$ cat src/hdl/cst_pkg.sv
// ----------------------------------------------------------------------------
// cst_pkg
// Shared types and constants for the cube-sphere tessellator.
// ----------------------------------------------------------------------------
package cst_pkg;

  localparam int MAX_VERTS_PER_EDGE = 256;
  localparam int FACE_LAST  = 5;
  localparam int IDX_W      = 19;
  localparam int POS_W      = 16;
  localparam int MAG_W      = 15;
  localparam int S_W        = 18;
  localparam int SQ_W       = 17;
  localparam int T_W        = 47;
  localparam int E_W        = 52;
  localparam int P_W        = 36;
  localparam int ONE_SHIFT  = 30;

  typedef enum logic {
    OP_VERTEX = 1'b0,
    OP_QUAD   = 1'b1
  } op_t;

  typedef enum logic [2:0] {
    BEAT_LT  = 3'd0,
    BEAT_LB  = 3'd1,
    BEAT_RT  = 3'd2,
    BEAT_RB  = 3'd3,
    BEAT_RT2 = 3'd4,
    BEAT_LB2 = 3'd5
  } beat_t;

  typedef struct packed {
    logic             valid;
    op_t              op;
    logic [2:0]       face;
    logic [8:0]       n;
    logic [IDX_W-1:0] lt;
    logic             neg_a;
    logic             neg_b;
    logic [S_W-1:0]   s;
  } side_t;

  typedef struct packed {
    logic [MAG_W-1:0]      m;
    logic signed [E_W-1:0] e;
    logic signed [P_W-1:0] p;
    logic [T_W-1:0]        t;
  } comp_t;

  typedef struct packed {
    side_t       side;
    comp_t [2:0] c;
  } norm_t;

endpackage

$ cat src/hdl/cst_out.sv
// ----------------------------------------------------------------------------
// cst_out
// Face mapping, output register and six-word quad sequencer.
// ----------------------------------------------------------------------------
module cst_out (
  input  logic                             clk,
  input  logic                             rst_n,
  input  cst_pkg::norm_t                   d_i,
  output logic                             adv,
  output logic                             out_valid,
  input  logic                             out_ready,
  output logic signed [cst_pkg::POS_W-1:0] out_pos_x,
  output logic signed [cst_pkg::POS_W-1:0] out_pos_y,
  output logic signed [cst_pkg::POS_W-1:0] out_pos_z,
  output logic [cst_pkg::IDX_W-1:0]        out_vertex_index,
  output logic                             out_last
);

  logic                              ov_r;
  cst_pkg::op_t                      op_r;
  cst_pkg::beat_t                    beat_r;
  logic signed [cst_pkg::POS_W-1:0]  x_r, y_r, z_r;
  logic signed [cst_pkg::POS_W-1:0]  px, py, pz, ox, oy, oz;
  logic [cst_pkg::IDX_W-1:0]         lt_r;
  logic [8:0]                        n_r;
  logic [cst_pkg::IDX_W-1:0]         n_ext;

  always_comb begin
    px = $signed({1'b0, d_i.c[0].m});
    py = d_i.side.neg_a ? -$signed({1'b0, d_i.c[1].m}) : $signed({1'b0, d_i.c[1].m});
    pz = d_i.side.neg_b ? -$signed({1'b0, d_i.c[2].m}) : $signed({1'b0, d_i.c[2].m});
    case (d_i.side.face)
      3'd0: begin ox = -px; oy = py;  oz = pz;  end
      3'd1: begin ox = px;  oy = -py; oz = pz;  end
      3'd2: begin ox = py;  oy = px;  oz = pz;  end
      3'd3: begin ox = -py; oy = -px; oz = pz;  end
      3'd4: begin ox = pz;  oy = py;  oz = px;  end
      default: begin ox = pz; oy = -py; oz = -px; end
    endcase
  end

  assign out_last  = (op_r == cst_pkg::OP_QUAD) ? (beat_r == cst_pkg::BEAT_LB2) : 1'b1;
  assign out_valid = ov_r;
  assign adv       = !ov_r || (out_ready && out_last);

  always_ff @(posedge clk) begin
    if (!rst_n) begin
      ov_r   <= 1'b0;
      beat_r <= cst_pkg::BEAT_LT;
    end else if (adv) begin
      ov_r   <= d_i.side.valid;
      beat_r <= cst_pkg::BEAT_LT;
    end else if (out_ready) begin
      beat_r <= cst_pkg::beat_t'(beat_r + 3'd1);
    end
    if (adv) begin
      op_r <= d_i.side.op;
      x_r  <= ox;
      y_r  <= oy;
      z_r  <= oz;
      lt_r <= d_i.side.lt;
      n_r  <= d_i.side.n;
    end
  end

  always_comb begin
    n_ext = cst_pkg::IDX_W'(n_r);
    case (beat_r)
      cst_pkg::BEAT_LT:  out_vertex_index = lt_r;
      cst_pkg::BEAT_LB:  out_vertex_index = lt_r + n_ext;
      cst_pkg::BEAT_RT:  out_vertex_index = lt_r + 19'd1;
      cst_pkg::BEAT_RB:  out_vertex_index = lt_r + n_ext + 19'd1;
      cst_pkg::BEAT_RT2: out_vertex_index = lt_r + 19'd1;
      default:           out_vertex_index = lt_r + n_ext;
    endcase
  end

  assign out_pos_x = (op_r == cst_pkg::OP_QUAD) ? '0 : x_r;
  assign out_pos_y = (op_r == cst_pkg::OP_QUAD) ? '0 : y_r;
  assign out_pos_z = (op_r == cst_pkg::OP_QUAD) ? '0 : z_r;

endmodule

$ cat config.mk
export PLATFORM = sky130hd
export DESIGN_NAME = cst_out
export DESIGN_NICKNAME = d
export VERILOG_FILES = /design/src/hdl/cst_pkg.sv /design/src/hdl/cst_out.sv
export SDC_FILE = /design/constraint.sdc
export NUM_CORES = 1
export LEC_CHECK = 0
export BUFFER_PORTS_ARGS = -buffer_cell sky130_fd_sc_hd__buf_2
export CAP_MARGIN = 10
export CORE_AREA = 3 3 226 228
export CTS_BUF_LIST = sky130_fd_sc_hd__clkbuf_8 sky130_fd_sc_hd__clkbuf_16
export DETAILED_ROUTE_END_ITERATION = 8
export DIE_AREA = 0 0 229 231
export GPL_TIMING_DRIVEN = 0
export HOLD_SLACK_MARGIN = 0.03
export SLEW_MARGIN = 40
export SYNTH_ARGS = -nofsm -noshare
export SYNTH_HDL_FRONTEND = slang
export SYNTH_SLANG_ARGS = --single-unit
export TNS_END_PERCENT = 100
$ cat constraint.sdc
create_clock -name clk -period 4.8 [get_ports clk]
set_clock_uncertainty 0.1 [all_clocks]
set_input_delay 0.96 -clock clk [delete_from_list [all_inputs] [get_ports clk]]
set_output_delay 0.96 -clock clk [all_outputs]
set_load 0.1 [all_outputs]
==> qor.txt <==
final wirelength: 33500 um
CTS hold repair buffers: 0
P&R area growth vs syn: 33.1%
final worst setup slack: -0.0173 ns
Synth Flop Type: edfxtp_1
CP startpoint kind: register
sequential share of the synthesized area: 31.4%
yosys warns: 0
die width: 229 um
CP Data Required Time: 3.74 ns
1st-iter DRT viols: 721
H-Tree Depth: 3
CP delay by family, top: compound AO/OA/AOI/OAI gates
first-pass GRT wire length: 49600 um
Starting Density: 15.5%
Worst EP arrival: 3.76 ns
Tcrit/Tclk final: 100%
Clock Sinks: 81
fill count: 5514
vias per inst: 4.61
total gr overflow: 0
FFs w/ async S/R, synth: 0%
number of synthesized flops with an enable pin: 77
synth unique cells: 80
slowest cell on the critical path: or4b_1
worst-path cell chain: ha_1 -> buf_6 -> o211ai_1 -> a21oi_2 -> o31a_1 -> mux2i_1 -> a2111oi_4 -> or4b_1 -> clkbuf_4 -> o31a_1 -> o31ai_4 -> buf_12
IO Pins: 576
Final HPWL DP: 26100 um
Total Neg Setup Slack: -0.0414 ns
commonest non-fill, non-tap cell in the layout: buf_2
Synth Register Bits: 81
pwr/cell area: 302 mW/mm^2
most frequent cells in the layout: buf_2 (130), nand2_1 (91), edfxtp_1 (77)
DR pass1 iterations: 5
violated checks: negative setup slack
total number of vias: 8126
Crit Path Class: register to output port
final hold violations: 0
Syn Nets: 1442
total core area: 0.0491 mm^2
worst skew pair latency: 0.37 ns
Fmax achieved: 208 MHz
max-slew violations: 0
design area: 0.0101 mm^2
final-report setup violation count: 3
layout cells sized above 1: 24.7%
Worst Path Max Fanout: 6
max_slew headroom: 45.1%
Core Rows: 81
pin count of the biggest net entering global routing: 50
nets: 1617
maximum vdd drop: 0.167 mV
initial antenna violation count: 3
DRC viols: 0
Clk pin slew, worst setup/hold paths: 0.07 ns
total CTS buffers: 9
HP Class: register to register
worst-margin pin slew: 0.817 ns
Most Frequent Cell on Critical Path: o31a_1
CTS root buffer: clkbuf_16
vias in the first global route: 7870
max cap viols: 0
Mean Syn Cell Area: 8.30 um^2
die area: 0.0529 mm^2
Worst setup EP type: output port
gpl congestion: 0.948
Mapped Cells: 918
Routed Antenna Nets: 0
Mapped Area: 0.00762 mm^2
CTS tree: built
PortBufs: 137
GR Util All Layers: 12.4%
CP Buf/Inv Count: 3
Lkg Pwr: 3.75 nW
clock buffer depth: 2
Tmin final: 4.82 ns
Area after DPL: 0.00928 mm^2
DIE HEIGHT: 231 um
outcome: finished, violations left
CP peak stage delay: 0.47 ns
wire per inst: 19.0 um
RSZ-0062 raised after global routing: yes
## cell usage after synthesis (11+ instances only)
master / instances / area (um^2)
a21oi_1: 51 / 255
a31oi_1: 11 / 68.8
clkbuf_1: 51 / 191
edfxtp_1: 77 / 2310
ha_1: 17 / 213
inv_1: 21 / 78.8
mux2i_1: 21 / 210
nand2_1: 91 / 342
nand3_1: 32 / 160
nor2_1: 76 / 285
nor2b_1: 53 / 332
nor3_1: 28 / 140
o21ai_0: 65 / 325
o31ai_1: 12 / 90.1
or3_1: 17 / 106
or4_1: 11 / 82.6
xnor2_1: 56 / 490
xor2_1: 32 / 280
## final timing paths
path | slack [ns] | start | depth (start not counted) | end
max | -0.02 | n_r[5]$_DFFE_PP_ | 12 | out_vertex_index[15]
max reg2reg | 2.53 | beat_r[1]$_SDFFE_PP0P_ | 7 | z_r[7]$_DFFE_PP_
min reg2reg | 0.45 | beat_r[0]$_SDFFE_PP0P_ | 2 | beat_r[0]$_SDFFE_PP0P_
min | 0.45 | beat_r[0]$_SDFFE_PP0P_ | 2 | beat_r[0]$_SDFFE_PP0P_
## power breakdown
part           total, W  switching, W  internal, W
clock network  0.000726      0.000359     0.000367
registers      0.000912     0.0000429     0.000869
logic           0.00142       0.00102     0.000408
total           0.00306       0.00142      0.00164
## state kept, by name (all words and copies together), names as in the netlist
register and flops:
beat_r 3, lt_r 19, n_r 9, op_r 1, out_valid 1, x_r 16, y_r 16, z_r 16
## kinds of logic (layout without fill, tap and decap cells)
kind of cell,count (synthesis),after routing,share of synthesized area (%)
AO/OA/AOI/OAI,250,250,22.1
XOR/XNOR,89,89,10.3
adder cells (fa/ha/maj),18,18,3.05
buffers and inverters,91,271,5.37
flip-flops,81,81,31.4
multiplexers,24,24,3.20
other,0,2,0
AND/OR/NAND/NOR,365,365,24.6
## stage by stage
stage               worst slack (ns)  cells  power (W)  hold slack (ns)  util (%)
floorplan                     -0.293    918    0.00189            0.440         -
global placement              -0.877   1719    0.00221            0.464      18.8
detailed placement            -0.997   1720    0.00222            0.479      18.9
CTS                           -0.120   1757    0.00305            0.449      20.4
global route                  -0.219   1764    0.00322            0.485      20.7
finish                       -0.0173   1764    0.00306            0.447      20.7
## metal layers
layer / vias to the layer above / part of all wire (%) / global-route usage [%]
li1: 3730 / - / -
met1: 3906 / 40 / 15.2
met2: 435 / 48 / 20.5
met3: 53 / 9.1 / 3.69
met4: 2 / 3.1 / 4.51
met5: - / 0.039 / 0
## worst register-to-register path, cell delays in order, from the launching register on
cell and delay [ns]:
dfxtp_2 0.38, inv_1 0.09, ha_1 0.18, nand2_1 0.07
nand2_1 0.08, a21boi_0 0.54, inv_6 0.25, buf_16 0.28
## area by class of cell
cell class | count | area, um^2 | area share [%]
inverters | 23 | 91.3 | 0.901
plain buffers | 65 | 337 | 3.32
clock inverters | 7 | 71.3 | 0.703
diodes | 2 | 5.00 | 0.0493
repair buffers | 167 | 1030 | 10.1
multi-input cells | 746 | 5160 | 50.9
well taps | 664 | 831 | 8.19
flip-flops and latches | 81 | 2390 | 23.6
clock buffers | 9 | 225 | 2.22
## what timing repair did
item,4_1_cts,5_1_grt
setup buffers,24,5
endpoints found under the setup margin,17,11
cloned,0,0
endpoints found under the hold margin,0,0
gates resized for setup,58,23
pin swaps,15,7
Note: power is estimated with default switching activity, not from simulation.
