[src/hdl/cst_pkg.sv]
// ----------------------------------------------------------------------------
// cst_pkg
// Shared types and constants for the cube-sphere tessellator.
// ----------------------------------------------------------------------------
package cst_pkg;

  localparam int MAX_VERTS_PER_EDGE = 256;
  localparam int FACE_LAST  = 5;
  localparam int IDX_W      = 19;
  localparam int POS_W      = 16;
  localparam int MAG_W      = 15;
  localparam int S_W        = 18;
  localparam int SQ_W       = 17;
  localparam int T_W        = 47;
  localparam int E_W        = 52;
  localparam int P_W        = 36;
  localparam int ONE_SHIFT  = 30;

  typedef enum logic {
    OP_VERTEX = 1'b0,
    OP_QUAD   = 1'b1
  } op_t;

  typedef enum logic [2:0] {
    BEAT_LT  = 3'd0,
    BEAT_LB  = 3'd1,
    BEAT_RT  = 3'd2,
    BEAT_RB  = 3'd3,
    BEAT_RT2 = 3'd4,
    BEAT_LB2 = 3'd5
  } beat_t;

  typedef struct packed {
    logic             valid;
    op_t              op;
    logic [2:0]       face;
    logic [8:0]       n;
    logic [IDX_W-1:0] lt;
    logic             neg_a;
    logic             neg_b;
    logic [S_W-1:0]   s;
  } side_t;

  typedef struct packed {
    logic [MAG_W-1:0]      m;
    logic signed [E_W-1:0] e;
    logic signed [P_W-1:0] p;
    logic [T_W-1:0]        t;
  } comp_t;

  typedef struct packed {
    side_t       side;
    comp_t [2:0] c;
  } norm_t;

endpackage

[src/hdl/cst_front.sv]
// ----------------------------------------------------------------------------
// cst_front
// Clamping, squares, vertex index and search set-up in three stages.
// ----------------------------------------------------------------------------
module cst_front #(
  parameter int MAX_VERTS_PER_EDGE = cst_pkg::MAX_VERTS_PER_EDGE
) (
  input  logic                clk,
  input  logic                rst_n,
  input  logic                adv,
  input  logic [7:0]          detail,
  input  logic                in_valid,
  input  logic                in_op,
  input  logic [2:0]          in_face,
  input  logic [7:0]          in_row,
  input  logic [7:0]          in_column,
  output cst_pkg::norm_t      norm_o
);

  localparam logic [10:0] QCAP = 11'(MAX_VERTS_PER_EDGE - 1);

  // stage 1
  logic                    v1_r;
  cst_pkg::op_t            op1_r;
  logic [2:0]              face1_r;
  logic [8:0]              q1_r, row1_r, col1_r;
  logic signed [10:0]      a1_r, b1_r;
  // stage 2
  logic                    v2_r;
  cst_pkg::op_t            op2_r;
  logic [2:0]              face2_r;
  logic [8:0]              n2_r, col2_r;
  logic [17:0]             nn2_r, rn2_r;
  logic [cst_pkg::SQ_W-1:0] q2_r, a2_r, b2_r;
  logic                    na2_r, nb2_r;
  // stage 3
  cst_pkg::norm_t          n3_r;

  logic [10:0]             q_ext;
  logic [8:0]              q, lim, row_c, col_c;
  logic [2:0]              face_c;
  logic [17:0]             n1_w;
  logic [cst_pkg::S_W-1:0] s_sum;
  logic [21:0]             lt_full;
  cst_pkg::norm_t          n3_nxt;

  always_comb begin
    q_ext  = {3'b000, detail} + 11'd1;
    q      = (q_ext > QCAP) ? QCAP[8:0] : q_ext[8:0];
    lim    = in_op ? (q - 9'd1) : q;
    row_c  = ({1'b0, in_row} > lim) ? lim : {1'b0, in_row};
    col_c  = ({1'b0, in_column} > lim) ? lim : {1'b0, in_column};
    face_c = (in_face > 3'(cst_pkg::FACE_LAST)) ? 3'(cst_pkg::FACE_LAST) : in_face;
  end

  always_ff @(posedge clk) begin
    if (!rst_n) begin
      v1_r <= 1'b0;
    end else if (adv) begin
      v1_r <= in_valid;
    end
    if (adv) begin
      op1_r   <= cst_pkg::op_t'(in_op);
      face1_r <= face_c;
      q1_r    <= q;
      row1_r  <= row_c;
      col1_r  <= col_c;
      a1_r    <= $signed({1'b0, col_c, 1'b0}) - $signed({2'b00, q});
      b1_r    <= $signed({1'b0, row_c, 1'b0}) - $signed({2'b00, q});
    end
  end

  assign n1_w = 18'(q1_r) + 18'd1;

  always_ff @(posedge clk) begin
    if (!rst_n) begin
      v2_r <= 1'b0;
    end else if (adv) begin
      v2_r <= v1_r;
    end
    if (adv) begin
      op2_r   <= op1_r;
      face2_r <= face1_r;
      n2_r    <= q1_r + 9'd1;
      col2_r  <= col1_r;
      nn2_r   <= n1_w * n1_w;
      rn2_r   <= 18'(row1_r) * n1_w;
      q2_r    <= cst_pkg::SQ_W'(18'(q1_r) * 18'(q1_r));
      a2_r    <= cst_pkg::SQ_W'(22'(a1_r) * 22'(a1_r));
      b2_r    <= cst_pkg::SQ_W'(22'(b1_r) * 22'(b1_r));
      na2_r   <= a1_r[10];
      nb2_r   <= b1_r[10];
    end
  end

  always_comb begin
    s_sum   = cst_pkg::S_W'(q2_r) + cst_pkg::S_W'(a2_r) + cst_pkg::S_W'(b2_r);
    lt_full = 22'(face2_r) * 22'(nn2_r) + 22'(rn2_r) + 22'(col2_r);
    n3_nxt.side.valid = v2_r;
    n3_nxt.side.op    = op2_r;
    n3_nxt.side.face  = face2_r;
    n3_nxt.side.n     = n2_r;
    n3_nxt.side.lt    = lt_full[cst_pkg::IDX_W-1:0];
    n3_nxt.side.neg_a = na2_r;
    n3_nxt.side.neg_b = nb2_r;
    n3_nxt.side.s     = s_sum;
    n3_nxt.c[0].t = cst_pkg::T_W'(q2_r) << cst_pkg::ONE_SHIFT;
    n3_nxt.c[1].t = cst_pkg::T_W'(a2_r) << cst_pkg::ONE_SHIFT;
    n3_nxt.c[2].t = cst_pkg::T_W'(b2_r) << cst_pkg::ONE_SHIFT;
    for (int i = 0; i < 3; i++) begin
      n3_nxt.c[i].m = '0;
      n3_nxt.c[i].e = $signed({{(cst_pkg::E_W-cst_pkg::S_W){1'b0}}, s_sum});
      n3_nxt.c[i].p = -$signed({{(cst_pkg::P_W-cst_pkg::S_W){1'b0}}, s_sum});
    end
  end

  always_ff @(posedge clk) begin
    if (!rst_n) begin
      n3_r.side.valid <= 1'b0;
    end else if (adv) begin
      n3_r <= n3_nxt;
    end
  end

  assign norm_o = n3_r;

endmodule

[config.mk]
export PLATFORM = sky130hd
export DESIGN_NAME = cst_front
export DESIGN_NICKNAME = d
export VERILOG_FILES = /design/src/hdl/cst_pkg.sv /design/src/hdl/cst_front.sv
export SDC_FILE = /design/constraint.sdc
export NUM_CORES = 1
export LEC_CHECK = 0
export ABC_CLOCK_PERIOD_IN_PS = 17450
export BUFFER_PORTS_ARGS = -buffer_cell sky130_fd_sc_hd__clkbuf_2
export CAP_MARGIN = 25
export CORE_MARGIN = 5
export CORE_UTILIZATION = 59
export CTS_CLUSTER_DIAMETER = 60
export DETAILED_ROUTE_END_ITERATION = 10
export PLACE_DENSITY = 0.94
export RECOVER_POWER = 50
export SLEW_MARGIN = 20
export SYNTH_ARGS = -nofsm -noshare
export SYNTH_HDL_FRONTEND = slang
export SYNTH_SLANG_ARGS = --single-unit
[constraint.sdc]
create_clock -name clk -period 17.45 [get_ports clk]
set_input_delay 1.745 -clock clk [delete_from_list [all_inputs] [get_ports clk]]
set_output_delay 1.745 -clock clk [all_outputs]
set_load 0.01 [all_outputs]
==> summary.md <==
| Metric | Value |
|---|---|
| Status | `complete, but fails checks` |
| Failing checks | `max-capacitance violations, max-slew violations` |
| Largest net degree at the start of global routing | `68` |
| Mapped Area | `around 30,000 um^2` |
| Final instance area | `31,100 um^2` |
| Post-CTS setup buffer count | `0` |
| Die width | `roughly 240 um` |
| Post-synth ARST share | `0%` |
| # Max-Cap Violations | `6` |
| R2R setup slack | `8.25 ns` |
| Synthesis-stage register bit count | `286` |
| Port bufs | `~290` |
| Commonest non-fill, non-tap cell in the layout | `inv_1` |
| Post-CTS sizing | `0` |
| Setup violators final | `0` |
| Bufs and invs on worst path | `4` |
| Grt total ovfl | `0` |
| Clock Tree Buf Depth | `3` |
| Num CTS Buffers | `30` |
| DR WL/cell | `around 21 um` |
| Worst Path Required | `between 15 and 20 ns` |
| Clock Skews | `around 0.029 ns` |
| Rows | `82` |
| Tightest Hold Check Type | `reg2reg` |
| Startpoint types | `flop` |
| Yosys warns | `0` |
| Fraction of layout cells with a size suffix above 1 | `9.10%` |
| Top Ports | `535` |
| Post-synthesis sequential area ratio | `between 20% and 30%` |
| Synth-to-Final Area Change | `3.94%` |
| Vias in the first global route | `21,400` |
| First-pass detailed-route iteration total | `5` |
| Post-synth top flop | `edfxtp_1` |
| CTS root buffer | `clkbuf_16` |
| DRT Wirelength | `about 76,000 um` |
| DRC | `0` |
| Syn avg cell area | `10.6 um^2` |
| Post-detail-place hpwl | `58,400 um` |
| Final period utilization | `52.7%` |
| Top delay family on crit path | `adder cells` |
| DR vias/cell | `5.48` |
| Worst-skew pair later-pin latency | `slightly below 0.6 ns` |
| Synth unique cells | `79` |
| Post-layout net count | `3,611` |
| Filler cell count | `between 3,000 and 4,000` |
| CP arrival | `~9.5 ns` |
| Initial core utilization | `59.6%` |
| Total negative slack | `0 ns` |
| Min Tclk post-route | `approximately 9 ns` |
| Clock slew seen by the registers of the worst setup and hold paths | `approximately 0.07 ns` |
| Maximum level of the CTS H-tree | `1` |
| Crit path top cell by count | `fa_1` |
| EDFF count, synth | `about 280` |
| DP Area | `30,200 um^2` |
| Slew headroom | `-197%` |
| Diode count | `0` |
| Routability Congestion | `0.932` |
| Slowest stage delay, CP | `1.67 ns` |
| CP max stage cell | `clkbuf_1` |
| Worst path cell trace | `clkbuf_1, ha_1, xor2_1, nand2_1, fa_1, fa_1, inv_1, ha_1, inv_1, fa_1, inv_1, fa_1, ha_1, a21oi_1, o21ai_0, a41oi_1, nand2b_1, nor3_1, o31ai_1, o41ai_1, xnor2_1` |
| Hold WS | `0.422 ns` |
| CTS tree | `built` |
| Hold Vio Cnt, Final | `0` |
| Crit path kind | `reg2reg` |
| CTS sink count | `286` |
| Hold-fix buffers, CTS | `0` |
| Crit-path max FO | `45` |
| Fin util | `61.9%` |
| Die Y | `235 um` |
| First-pass GRT wire length | `118,000 um` |
| Slew Limit Fails | `297` |
| Most frequent cells in the layout | `inv_1 (442), fa_1 (341), edfxtp_1 (283)` |
| Fmax | `0.109 GHz` |
| GRT Total Usage | `26.8%` |
| Unrepaired setup endpoints after global routing | `no` |
| Initial antenna violation count | `4` |
| Total number of vias | `a little over 20,000` |
| Critical path capture point type | `flop` |
| Post-Syn Instances | `2,824` |
| Core Box Area | `50,200 um^2` |
| DRT iter0 DRCs | `roughly 1,500` |
| Worst Tran Pin Value | `4.45 ns` |
| Die Area | `55,300 um^2` |
| Post-DRT Antenna Nets | `0` |
synth_stat cells (all sizes together) (4+ instances only):
cell type | n | area share (%)
o211ai | 5 | 0.13
a21o | 23 | 0.58
nand3 | 26 | 0.48
nand3b | 5 | 0.13
clkbuf | 54 | 0.68
o31ai | 5 | 0.13
and2 | 143 | 3.0
or3 | 6 | 0.14
o21a | 7 | 0.18
fa | 341 | 23
buf | 384 | 9.6
a211oi | 6 | 0.18
nand2b | 26 | 0.54
o21bai | 6 | 0.15
nor2b | 57 | 1.2
xor2 | 51 | 1.5
a21oi | 59 | 1.0
a21boi | 6 | 0.15
mux2i | 10 | 0.33
or2 | 5 | 0.11
nor2 | 95 | 1.2
and4 | 4 | 0.12
and3 | 16 | 0.33
inv | 442 | 5.6
xnor2 | 128 | 3.8
a2111oi | 4 | 0.12
edfxtp | 283 | 28
nor3 | 21 | 0.41
nor4 | 7 | 0.15
o2111ai | 6 | 0.18
nand2 | 208 | 2.6
mux2 | 14 | 0.53
o21ai | 48 | 0.80
ha | 262 | 11
a31oi | 12 | 0.30
per-stage QoR:
| step | instances | worst slack (ns) |
|---|---|---|
| after global routing | 3672 | 7.88 |
| after global placement | 3615 | 9.37 |
| after CTS | 3671 | 9.79 |
| after detailed placement | 3615 | 9.19 |
| after floorplan | 3080 | 10.19 |
| final | 3672 | 8.25 |
kinds of logic (layout without fill, tap and decap cells):
logic type / after synthesis / in the layout / share of synthesized area [%]
other: 2 / 258 / 0.0251
buffers and inverters: 882 / 802 / 15.9
AND/OR/NAND/NOR: 630 / 630 / 10.7
AO/OA/AOI/OAI: 217 / 217 / 4.82
flip-flops: 286 / 286 / 28.6
multiplexers: 24 / 24 / 0.862
XOR/XNOR: 179 / 179 / 5.24
adder cells (fa/ha/maj): 604 / 604 / 33.8
registers in the layout, summed over array words and instances (netlist names), 9 cells and up:
name	flops
norm_o	129
row1_r	9
q2_r	16
n2_r	9
rn2_r	18
b2_r	15
a1_r	10
a2_r	15
nn2_r	16
b1_r	10
col1_r	9
col2_r	9
q1_r	9
cell type report:
| cell class | count | area (um^2) | share of cell area [%] |
|---|---|---|---|
| sequential | 286 | 8560 | 27.5 |
| tap | 672 | 841 | 2.71 |
| clock inverter | 20 | 249 | 0.801 |
| multi-input combinational | 1912 | 17600 | 56.5 |
| clock buffer | 36 | 795 | 2.56 |
| inverter | 444 | 1670 | 5.36 |
| timing repair buffer | 302 | 1400 | 4.50 |
path summary, 6_finish.rpt:
path,start,endpoint,cells past startpoint
setup reg to reg,q1_r[0],nn2_r[17],21
hold reg to reg,n2_r[5],norm_o[494],0
hold / removal,n2_r[5],norm_o[494],0
setup / recovery,q1_r[0],nn2_r[17],21
routing by layer:
metal,GRT usage (%),vias to the layer above,routed length [um]
met3,4.17,278,6710
met4,11.4,4,3830
li1,-,8728,-
met2,46.7,1168,37700
met1,33.5,9946,27500
met5,0,-,29
Power is not shown: default switching activity piles up to over one toggle a cycle in this logic, so the estimate is an artifact.
