**src/hdl/cst_pkg.sv**
```systemverilog
// ----------------------------------------------------------------------------
// cst_pkg
// Shared types and constants for the cube-sphere tessellator.
// ----------------------------------------------------------------------------
package cst_pkg;

  localparam int MAX_VERTS_PER_EDGE = 256;
  localparam int FACE_LAST  = 5;
  localparam int IDX_W      = 19;
  localparam int POS_W      = 16;
  localparam int MAG_W      = 15;
  localparam int S_W        = 18;
  localparam int SQ_W       = 17;
  localparam int T_W        = 47;
  localparam int E_W        = 52;
  localparam int P_W        = 36;
  localparam int ONE_SHIFT  = 30;

  typedef enum logic {
    OP_VERTEX = 1'b0,
    OP_QUAD   = 1'b1
  } op_t;

  typedef enum logic [2:0] {
    BEAT_LT  = 3'd0,
    BEAT_LB  = 3'd1,
    BEAT_RT  = 3'd2,
    BEAT_RB  = 3'd3,
    BEAT_RT2 = 3'd4,
    BEAT_LB2 = 3'd5
  } beat_t;

  typedef struct packed {
    logic             valid;
    op_t              op;
    logic [2:0]       face;
    logic [8:0]       n;
    logic [IDX_W-1:0] lt;
    logic             neg_a;
    logic             neg_b;
    logic [S_W-1:0]   s;
  } side_t;

  typedef struct packed {
    logic [MAG_W-1:0]      m;
    logic signed [E_W-1:0] e;
    logic signed [P_W-1:0] p;
    logic [T_W-1:0]        t;
  } comp_t;

  typedef struct packed {
    side_t       side;
    comp_t [2:0] c;
  } norm_t;

endpackage

```
**src/hdl/cst_norm_stage.sv**
```systemverilog
// ----------------------------------------------------------------------------
// cst_norm_stage
// One bit of the rounded unit-length search, for all three components.
// ----------------------------------------------------------------------------
module cst_norm_stage #(
  parameter int K = 0
) (
  input  logic           clk,
  input  logic           rst_n,
  input  logic           adv,
  input  cst_pkg::norm_t d_i,
  output cst_pkg::norm_t q_o
);

  cst_pkg::norm_t                q_r, q_nxt;
  logic signed [cst_pkg::E_W-1:0] s_ext, p_ext, e_try, p_try;
  logic signed [cst_pkg::E_W-1:0] t_ext;

  always_comb begin
    q_nxt = d_i;
    s_ext = $signed({{(cst_pkg::E_W-cst_pkg::S_W){1'b0}}, d_i.side.s});
    for (int i = 0; i < 3; i++) begin
      p_ext = cst_pkg::E_W'(d_i.c[i].p);
      t_ext = $signed({{(cst_pkg::E_W-cst_pkg::T_W){1'b0}}, d_i.c[i].t});
      // (2m-1)^2 s grown by the trial bit
      e_try = d_i.c[i].e + (p_ext <<< (K + 2)) + (s_ext <<< (2 * K + 2));
      p_try = p_ext + (s_ext <<< (K + 1));
      if (e_try <= t_ext) begin
        q_nxt.c[i].m = d_i.c[i].m | cst_pkg::MAG_W'(1 << K);
        q_nxt.c[i].e = e_try;
        q_nxt.c[i].p = p_try[cst_pkg::P_W-1:0];
      end
    end
  end

  always_ff @(posedge clk) begin
    if (!rst_n) begin
      q_r.side.valid <= 1'b0;
    end else if (adv) begin
      q_r <= q_nxt;
    end
  end

  assign q_o = q_r;

endmodule

```
**config.mk**
```make
export PLATFORM = sky130hd
export DESIGN_NAME = cst_norm_stage
export DESIGN_NICKNAME = d
export VERILOG_FILES = /design/src/hdl/cst_pkg.sv /design/src/hdl/cst_norm_stage.sv
export SDC_FILE = /design/constraint.sdc
export NUM_CORES = 1
export LEC_CHECK = 0
export BUFFER_PORTS_ARGS = -buffer_cell sky130_fd_sc_hd__buf_4
export CAP_MARGIN = 20
export CORE_AREA = 2 2 397 399
export DETAILED_ROUTE_END_ITERATION = 8
export DIE_AREA = 0 0 399 401
export SKIP_CTS_REPAIR_TIMING = 1
export SYNTH_ARGS = -nofsm -noshare
export SYNTH_HDL_FRONTEND = slang
export SYNTH_SLANG_ARGS = --single-unit
```
**constraint.sdc**
```tcl
create_clock -name clk -period 33.4 [get_ports clk]
set_clock_uncertainty 0.15 [all_clocks]
set_input_delay 5.01 -clock clk [delete_from_list [all_inputs] [get_ports clk]]
set_output_delay 5.01 -clock clk [all_outputs]
set_load 0.005 [all_outputs]
```
==> results.toml, run 1 <==
[route]
vias = 29300
route.met2.wl_um = 74000
met3RoutedLength_um = 12400
detail_route.iter0.violations = 2167
highest_layer = "met5"
wl_per_cell_um = 25.5
met1_length_um = 68200
detail_route.drc_violations = 0
finalWirelength_um = 159000
via_per_inst = 4.69
detailedRoute.firstPassIterationCount = 5
postRouteAntennaNets = 0

[synthesis]
syn_area_um2 = 34500
yosys_register_bits = 503
synth_top_cell_by_area = "sky130_fd_sc_hd__edfxtp_1"
yosys.area_share.simple_pct = 10.2
synth-adder-area-share_pct = 19.1
synthTopCellsByArea = "sky130_fd_sc_hd__edfxtp_1 44%, sky130_fd_sc_hd__ha_1 16%, sky130_fd_sc_hd__mux2_2 4.9%"
synth_seq_area_share_pct = 43.7
yosys.area_share.xor_xnor_pct = 5.66
complex_gate_fraction_of_the_synthesized_area_pct = 13.1
synthCells = 3070
number_of_flops_mapped_to_enable_cells_by_yosys = 502
synth.area.mux_share_pct = 5.07
synth.lib_cells_used.distinct = 83
synth.most_common_cell = "sky130_fd_sc_hd__edfxtp_1"
synth_top_family_by_area = "adder cells"
synth_warnings = 0
synth_common_cells = "502 x sky130_fd_sc_hd__edfxtp_1, 432 x sky130_fd_sc_hd__ha_1, 213 x sky130_fd_sc_hd__nand2_1"
synth_top_area_share_pct = 43.7
synth_async_sr_flop_share_pct = 0
yosys_most_used_dff = "sky130_fd_sc_hd__edfxtp_1"
synth.avg_cell_area_um2 = 11.2
synth_nets = 4068

[worst_setup_path]
worst_path_largest_cell_delay_ps = 700
worst_r2r_path_depth = 2
r2r_setup_slack_ps = 32660
worst_ep_required_time_ps = 33660
critical_path.startpoint_type = "input port"
cp_top_family = "simple AND/OR/NAND/NOR gates"
cp_slowest_cell = "sky130_fd_sc_hd__nor4_1"
cp.arrival_ps = 13230
timing.critical_path.to_type = "flip-flop"
worstReg2RegStart = "q_o[502]"
worst-path-max-fanout = 75
critical_path_buf_inv_count = 3
path_class = "in2reg"
rr_endpoint = "q_o[502]"
cp-startpoint = "d_i[451]"

[power]
vdd_drop_max_mv = 0.0386
power-per-cell-area_nw_per_um2 = 54.0
leakagePower_nw = 20.2

[global_routing]
first_global_vias = 28700
number_of_antenna_violations_at_the_first_check_in_global_routing = 44
overflow = 0
grt_first_pass_wirelength_um = 216000
gr-usage-all-layers_pct = 19.0
maximum_number_of_pins_on_one_net_before_global_route_repair = 124

[clock_network]
cts_tree = "done"
clk_transition_reported_paths_ps = 80
cts_root_buf = "sky130_fd_sc_hd__clkbuf_16"
clkLatencyLatePin_ps = 700
htree_num_levels = 3
clock_net_sink_count = 503
cts-buffers-inserted = 68
clock_tree.buffer_depth = 3

[finish]
design.final.nets = 5093
share_of_layout_cells_above_drive_strength_1_pct = 31.5
largest_reg_flops = 503
n_fill_cell = 16100
syn2layout_area_growth_pct = 35.8

[sta]
timing.fmax_ghz = 0.0771
worst_hold_slack_ps = 382
final_max_slew_viol_count = 0
hold_viol = 0
period_share_pct = 38.8
maxSlewHeadroom_pct = 31.5
setup_tns_ps = 0
setup_viol = 0
worst-slew-pin-transition_ps = 1020
final_period_minus_worst_setup_slack_ps = 12970
grt_setup_unrepaired = "false"

[floorplan]
placeableCoreArea_um2 = 156000
chipWidth_um = 399
initial_core_util_pct = 22.2
dieHeight_um = 401
die_area_um2 = 160000
top_level_i_o_count = 1009
fp-row-count = 145

[placed_design]
gpl.final_weighted_congestion = 0.920
hpwlAfterDp_um = 133000
numPortBuffers = 1008

[outcome]
outcome = "finished clean"

[worst_hold_path]
worstHoldStart = "q_o[502]"
hp-class = "reg2reg"
hold_path_sink = "q_o[502]"
hold_path_depth = 2

[job]
drv_cap = 0
## layer usage
| metal | up-vias | global-route usage (%) |
|---|---|---|
| met4 | 26 | 5.83 |
| met3 | 193 | 5.10 |
| met1 | 14300 | 24.4 |
| met5 | - | 0 |
| met2 | 1131 | 31.0 |
| li1 | 13600 | - |
## cell usage in the layout, fill, tap and decap left out, types with 101 or more instances in the layout
| cell type | n |
|---|---|
| sky130_fd_sc_hd__buf_4 | 1021 |
| sky130_fd_sc_hd__edfxtp_1 | 502 |
| sky130_fd_sc_hd__ha_1 | 432 |
| sky130_fd_sc_hd__nand2_1 | 213 |
| sky130_fd_sc_hd__a21oi_1 | 207 |
| sky130_fd_sc_hd__inv_1 | 205 |
| sky130_fd_sc_hd__o21ai_0 | 160 |
| sky130_fd_sc_hd__mux2_2 | 150 |
| sky130_fd_sc_hd__nor2_1 | 145 |
| sky130_fd_sc_hd__xnor2_1 | 122 |
| sky130_fd_sc_hd__xor2_1 | 101 |
## area by class of cell
| type | count | area, µm² | area share [%] |
|---|---|---|---|
| clock inverter | 46 | 552 | 1.18 |
| sequential | 503 | 15100 | 32.2 |
| multi-input combinational | 2295 | 18400 | 39.2 |
| antenna | 29 | 72.6 | 0.155 |
| inverter | 205 | 769 | 1.64 |
| clock buffer | 76 | 1730 | 3.70 |
| tap | 2058 | 2570 | 5.50 |
| timing repair buffer | 1022 | 7680 | 16.4 |
## per-stage QoR
stage / util (%) / area (µm²) / setup slack, ps / std cells / total power, mW
after floorplan: - / 34500 / 16040 / 3070 / 1.37
after global placement: 28.6 / 44500 / 19780 / 6083 / 1.76
after detailed placement: 28.6 / 44500 / 19800 / 6083 / 1.77
after CTS: 30.1 / 46800 / 20530 / 6205 / 2.56
after global routing: 30.1 / 46800 / 20000 / 6217 / 2.67
final: 30.1 / 46900 / 20430 / 6234 / 2.53
## logic make-up (layout without fill, tap and decap cells)
kind of cell    Yosys count  after routing
simple gates            713            713
compound gates          711            711
flops                   503            503
fa+ha+maj               492            492
buf+inv                 272           1349
xor+xnor                223            223
mux                     156            156
other cells               0             29
## worst max path at each step
stage | endpoint | slack (ps) | cells after the start
after floorplan | q_o[0] | 16040 | 1
after global placement | q_o[243] | 19780 | 26
after detailed placement | q_o[243] | 19800 | 26
after CTS | q_o[222] | 20530 | 27
after global routing | q_o[243] | 20000 | 26
final | q_o[243] | 20430 | 26
## worst min-delay path, delay by kind of cell, from the launching register on
kind	cells	cell delay [ps]
muxes	1	120
DFF	1	310
and+or+nand+nor	1	60
## power by group
| group | leakage [nW] | internal [mW] | total, mW | switching, mW |
|---|---|---|---|---|
| Sequential | 4.72 | 0.791 | 0.814 | 0.0229 |
| Combinational | 14.4 | 0.404 | 0.943 | 0.539 |
| Clock | 1.10 | 0.443 | 0.772 | 0.328 |
(Power assumes the default switching activity.)
==> inputs of run 2 (changes only) <==
- clock period: 33.4 -> 11.92 ns (I/O delays scaled with it)
==> run 2 against run 1 <==
Flip-flop and latch count is the same. First-iteration DRC count shrank 16%. Sequential power grew to 2.8 times the previous value. Final cell count shrank 0.22%. Wire length shrank 1.4%. Count of clock-buffer cells in the layout grew 9. Die area is the same. Utilization is essentially flat. Worst hold slack gained 5.9 ps. Via count shrank 0.91%. Critical path depth grew 1. Largest power group unchanged. Highest routed layer unchanged.
==> results.toml, run 2 (synthesis results as in run 1) <==
[outcome]
outcome = "finished clean"

[floorplan]
top_level_i_o_count = 1009
placeableCoreArea_um2 = 156000
die_area_um2 = 160000
chipWidth_um = 399
dieHeight_um = 401
initial_core_util_pct = 22.2
fp-row-count = 145

[sta]
final_max_slew_viol_count = 0
worst-slew-pin-transition_ps = 1010
hold_viol = 0
timing.fmax_ghz = 0.104
setup_tns_ps = 0
final.setup.worst_slack_ps = 2310
maxSlewHeadroom_pct = 32.5
setup_viol = 0
period_share_pct = 80.6
final_period_minus_worst_setup_slack_ps = 9610
grt_setup_unrepaired = "false"

[power]
vdd_drop_max_mv = 0.107
power-per-cell-area_nw_per_um2 = 151
total_power_mw = 7.08
leakagePower_nw = 20.2

[worst_setup_path]
cp-startpoint = "d_i[458]"
worst-path-max-fanout = 74
worstReg2RegStart = "q_o[502]"
r2r_setup_slack_ps = 11170
rr_endpoint = "q_o[502]"
timing.critical_path.to_type = "flip-flop"
worst_r2r_path_depth = 2
cp.arrival_ps = 9930
critPathCapture = "q_o[227]"
worst_ep_required_time_ps = 12240
critical_path.startpoint_type = "input port"
path_class = "in2reg"

[clock_network]
cts-buffers-inserted = 68
clkLatencyLatePin_ps = 660
clk_transition_reported_paths_ps = 60
clock_net_sink_count = 503
clock_tree.buffer_depth = 3
cts_tree = "done"
htree_num_levels = 3
cts_root_buf = "sky130_fd_sc_hd__clkbuf_16"

[route]
detailedRoute.firstPassIterationCount = 5
met3RoutedLength_um = 12600
wl_per_cell_um = 25.2
met1_length_um = 66300
detail_route.drc_violations = 0
postRouteAntennaNets = 0
highest_layer = "met5"
finalWirelength_um = 157000
detail_route.iter0.violations = 1822
via_per_inst = 4.66
vias = 29000
route.met2.wl_um = 74000

[finish]
design.final.nets = 5095
most_common_library_cell_in_the_layout_ignoring_fill_and_taps = "sky130_fd_sc_hd__buf_4"
share_of_layout_cells_above_drive_strength_1_pct = 31.5
largest_reg_flops = 503
n_fill_cell = 16100
highest_count_cells_in_the_layout_ignoring_fill_and_taps = "1021 x sky130_fd_sc_hd__buf_4, 502 x sky130_fd_sc_hd__edfxtp_1, 432 x sky130_fd_sc_hd__ha_1"
finalInstanceArea_um2 = 46800
syn2layout_area_growth_pct = 35.7

[placed_design]
hpwlAfterDp_um = 131000
post-place-ws_ps = 1640
numPortBuffers = 1008
detailed_place.area_um2 = 44500
gpl.final_weighted_congestion = 0.923

[worst_hold_path]
hold_path_depth = 2
hp-class = "reg2reg"

[global_routing]
number_of_antenna_violations_at_the_first_check_in_global_routing = 31
overflow = 0
grt_first_pass_wirelength_um = 213000
first_global_vias = 28500
gr-usage-all-layers_pct = 18.7
maximum_number_of_pins_on_one_net_before_global_route_repair = 142

[job]
drv_cap = 0
run 2: layout make-up:
cell class                 count  area [µm²]  share of cell area, %
clock buffer                  85        1770                   3.77
sequential                   503       15100                   32.2
timing repair buffer        1024        7720                   16.5
inverter                     205         769                   1.64
antenna                       12        30.0                 0.0641
clock inverter                38         514                   1.10
multi-input combinational   2295       18400                   39.2
tap                         2058        2570                   5.50
run 2: worst max-delay path, stage by stage:
cell                       delay [ps]
sky130_fd_sc_hd__buf_4            300
sky130_fd_sc_hd__fa_1             480
sky130_fd_sc_hd__ha_1             380
sky130_fd_sc_hd__a21oi_1          240
sky130_fd_sc_hd__o21bai_1         110
sky130_fd_sc_hd__a211o_1          320
sky130_fd_sc_hd__o21a_1           290
sky130_fd_sc_hd__a31oi_1          280
sky130_fd_sc_hd__o21ai_0          190
sky130_fd_sc_hd__a21o_1           220
sky130_fd_sc_hd__a21oi_1          270
sky130_fd_sc_hd__o21ai_0          280
sky130_fd_sc_hd__a311oi_1         420
sky130_fd_sc_hd__xnor2_1          150
sky130_fd_sc_hd__ha_1             300
sky130_fd_sc_hd__nand4_1          110
sky130_fd_sc_hd__nor2_1           380
sky130_fd_sc_hd__nand2_1          320
sky130_fd_sc_hd__nor4_1           700
sky130_fd_sc_hd__and3_1           430
sky130_fd_sc_hd__a41oi_1          150
sky130_fd_sc_hd__o21ai_0          100
sky130_fd_sc_hd__nor4b_1          490
sky130_fd_sc_hd__a21oi_4          360
sky130_fd_sc_hd__buf_12           330
sky130_fd_sc_hd__nor3_1           260
sky130_fd_sc_hd__xor2_1           220
run 2: routing by layer:
metal  global-route usage [%]  vias to the layer above
met1                     24.0                    14100
met5                        0                        -
met4                     4.65                       18
met3                     4.94                      177
li1                         -                    13500
met2                     31.2                     1122
run 2: how the worst min path moves through the flow:
| stage | end | startpoint |
|---|---|---|
| after floorplan | q_o[502] | q_o[502] |
| after global placement | q_o[502] | q_o[502] |
| after detailed placement | q_o[502] | q_o[502] |
| after CTS | q_o[502] | q_o[502] |
| after global routing | q_o[502] | q_o[502] |
| final | q_o[502] | q_o[502] |
run 2: per-stage QoR:
stage	std cells	utilization [%]	hold slack, ps
2_1_floorplan	3070	-	357
3_3_place_gp	6085	28.6	353
3_5_place_dp	6085	28.6	378
4_1_cts	6208	30.1	385
5_1_grt	6212	30.1	405
6_report	6220	30.1	388
run 2: power by group:
group	internal [mW]	switching, mW	leakage (nW)	total (mW)
Sequential	2.22	0.0642	4.72	2.28
Combinational	1.13	1.51	14.4	2.64
Clock	1.26	0.887	1.11	2.15
Total	4.62	2.46	20.2	7.08
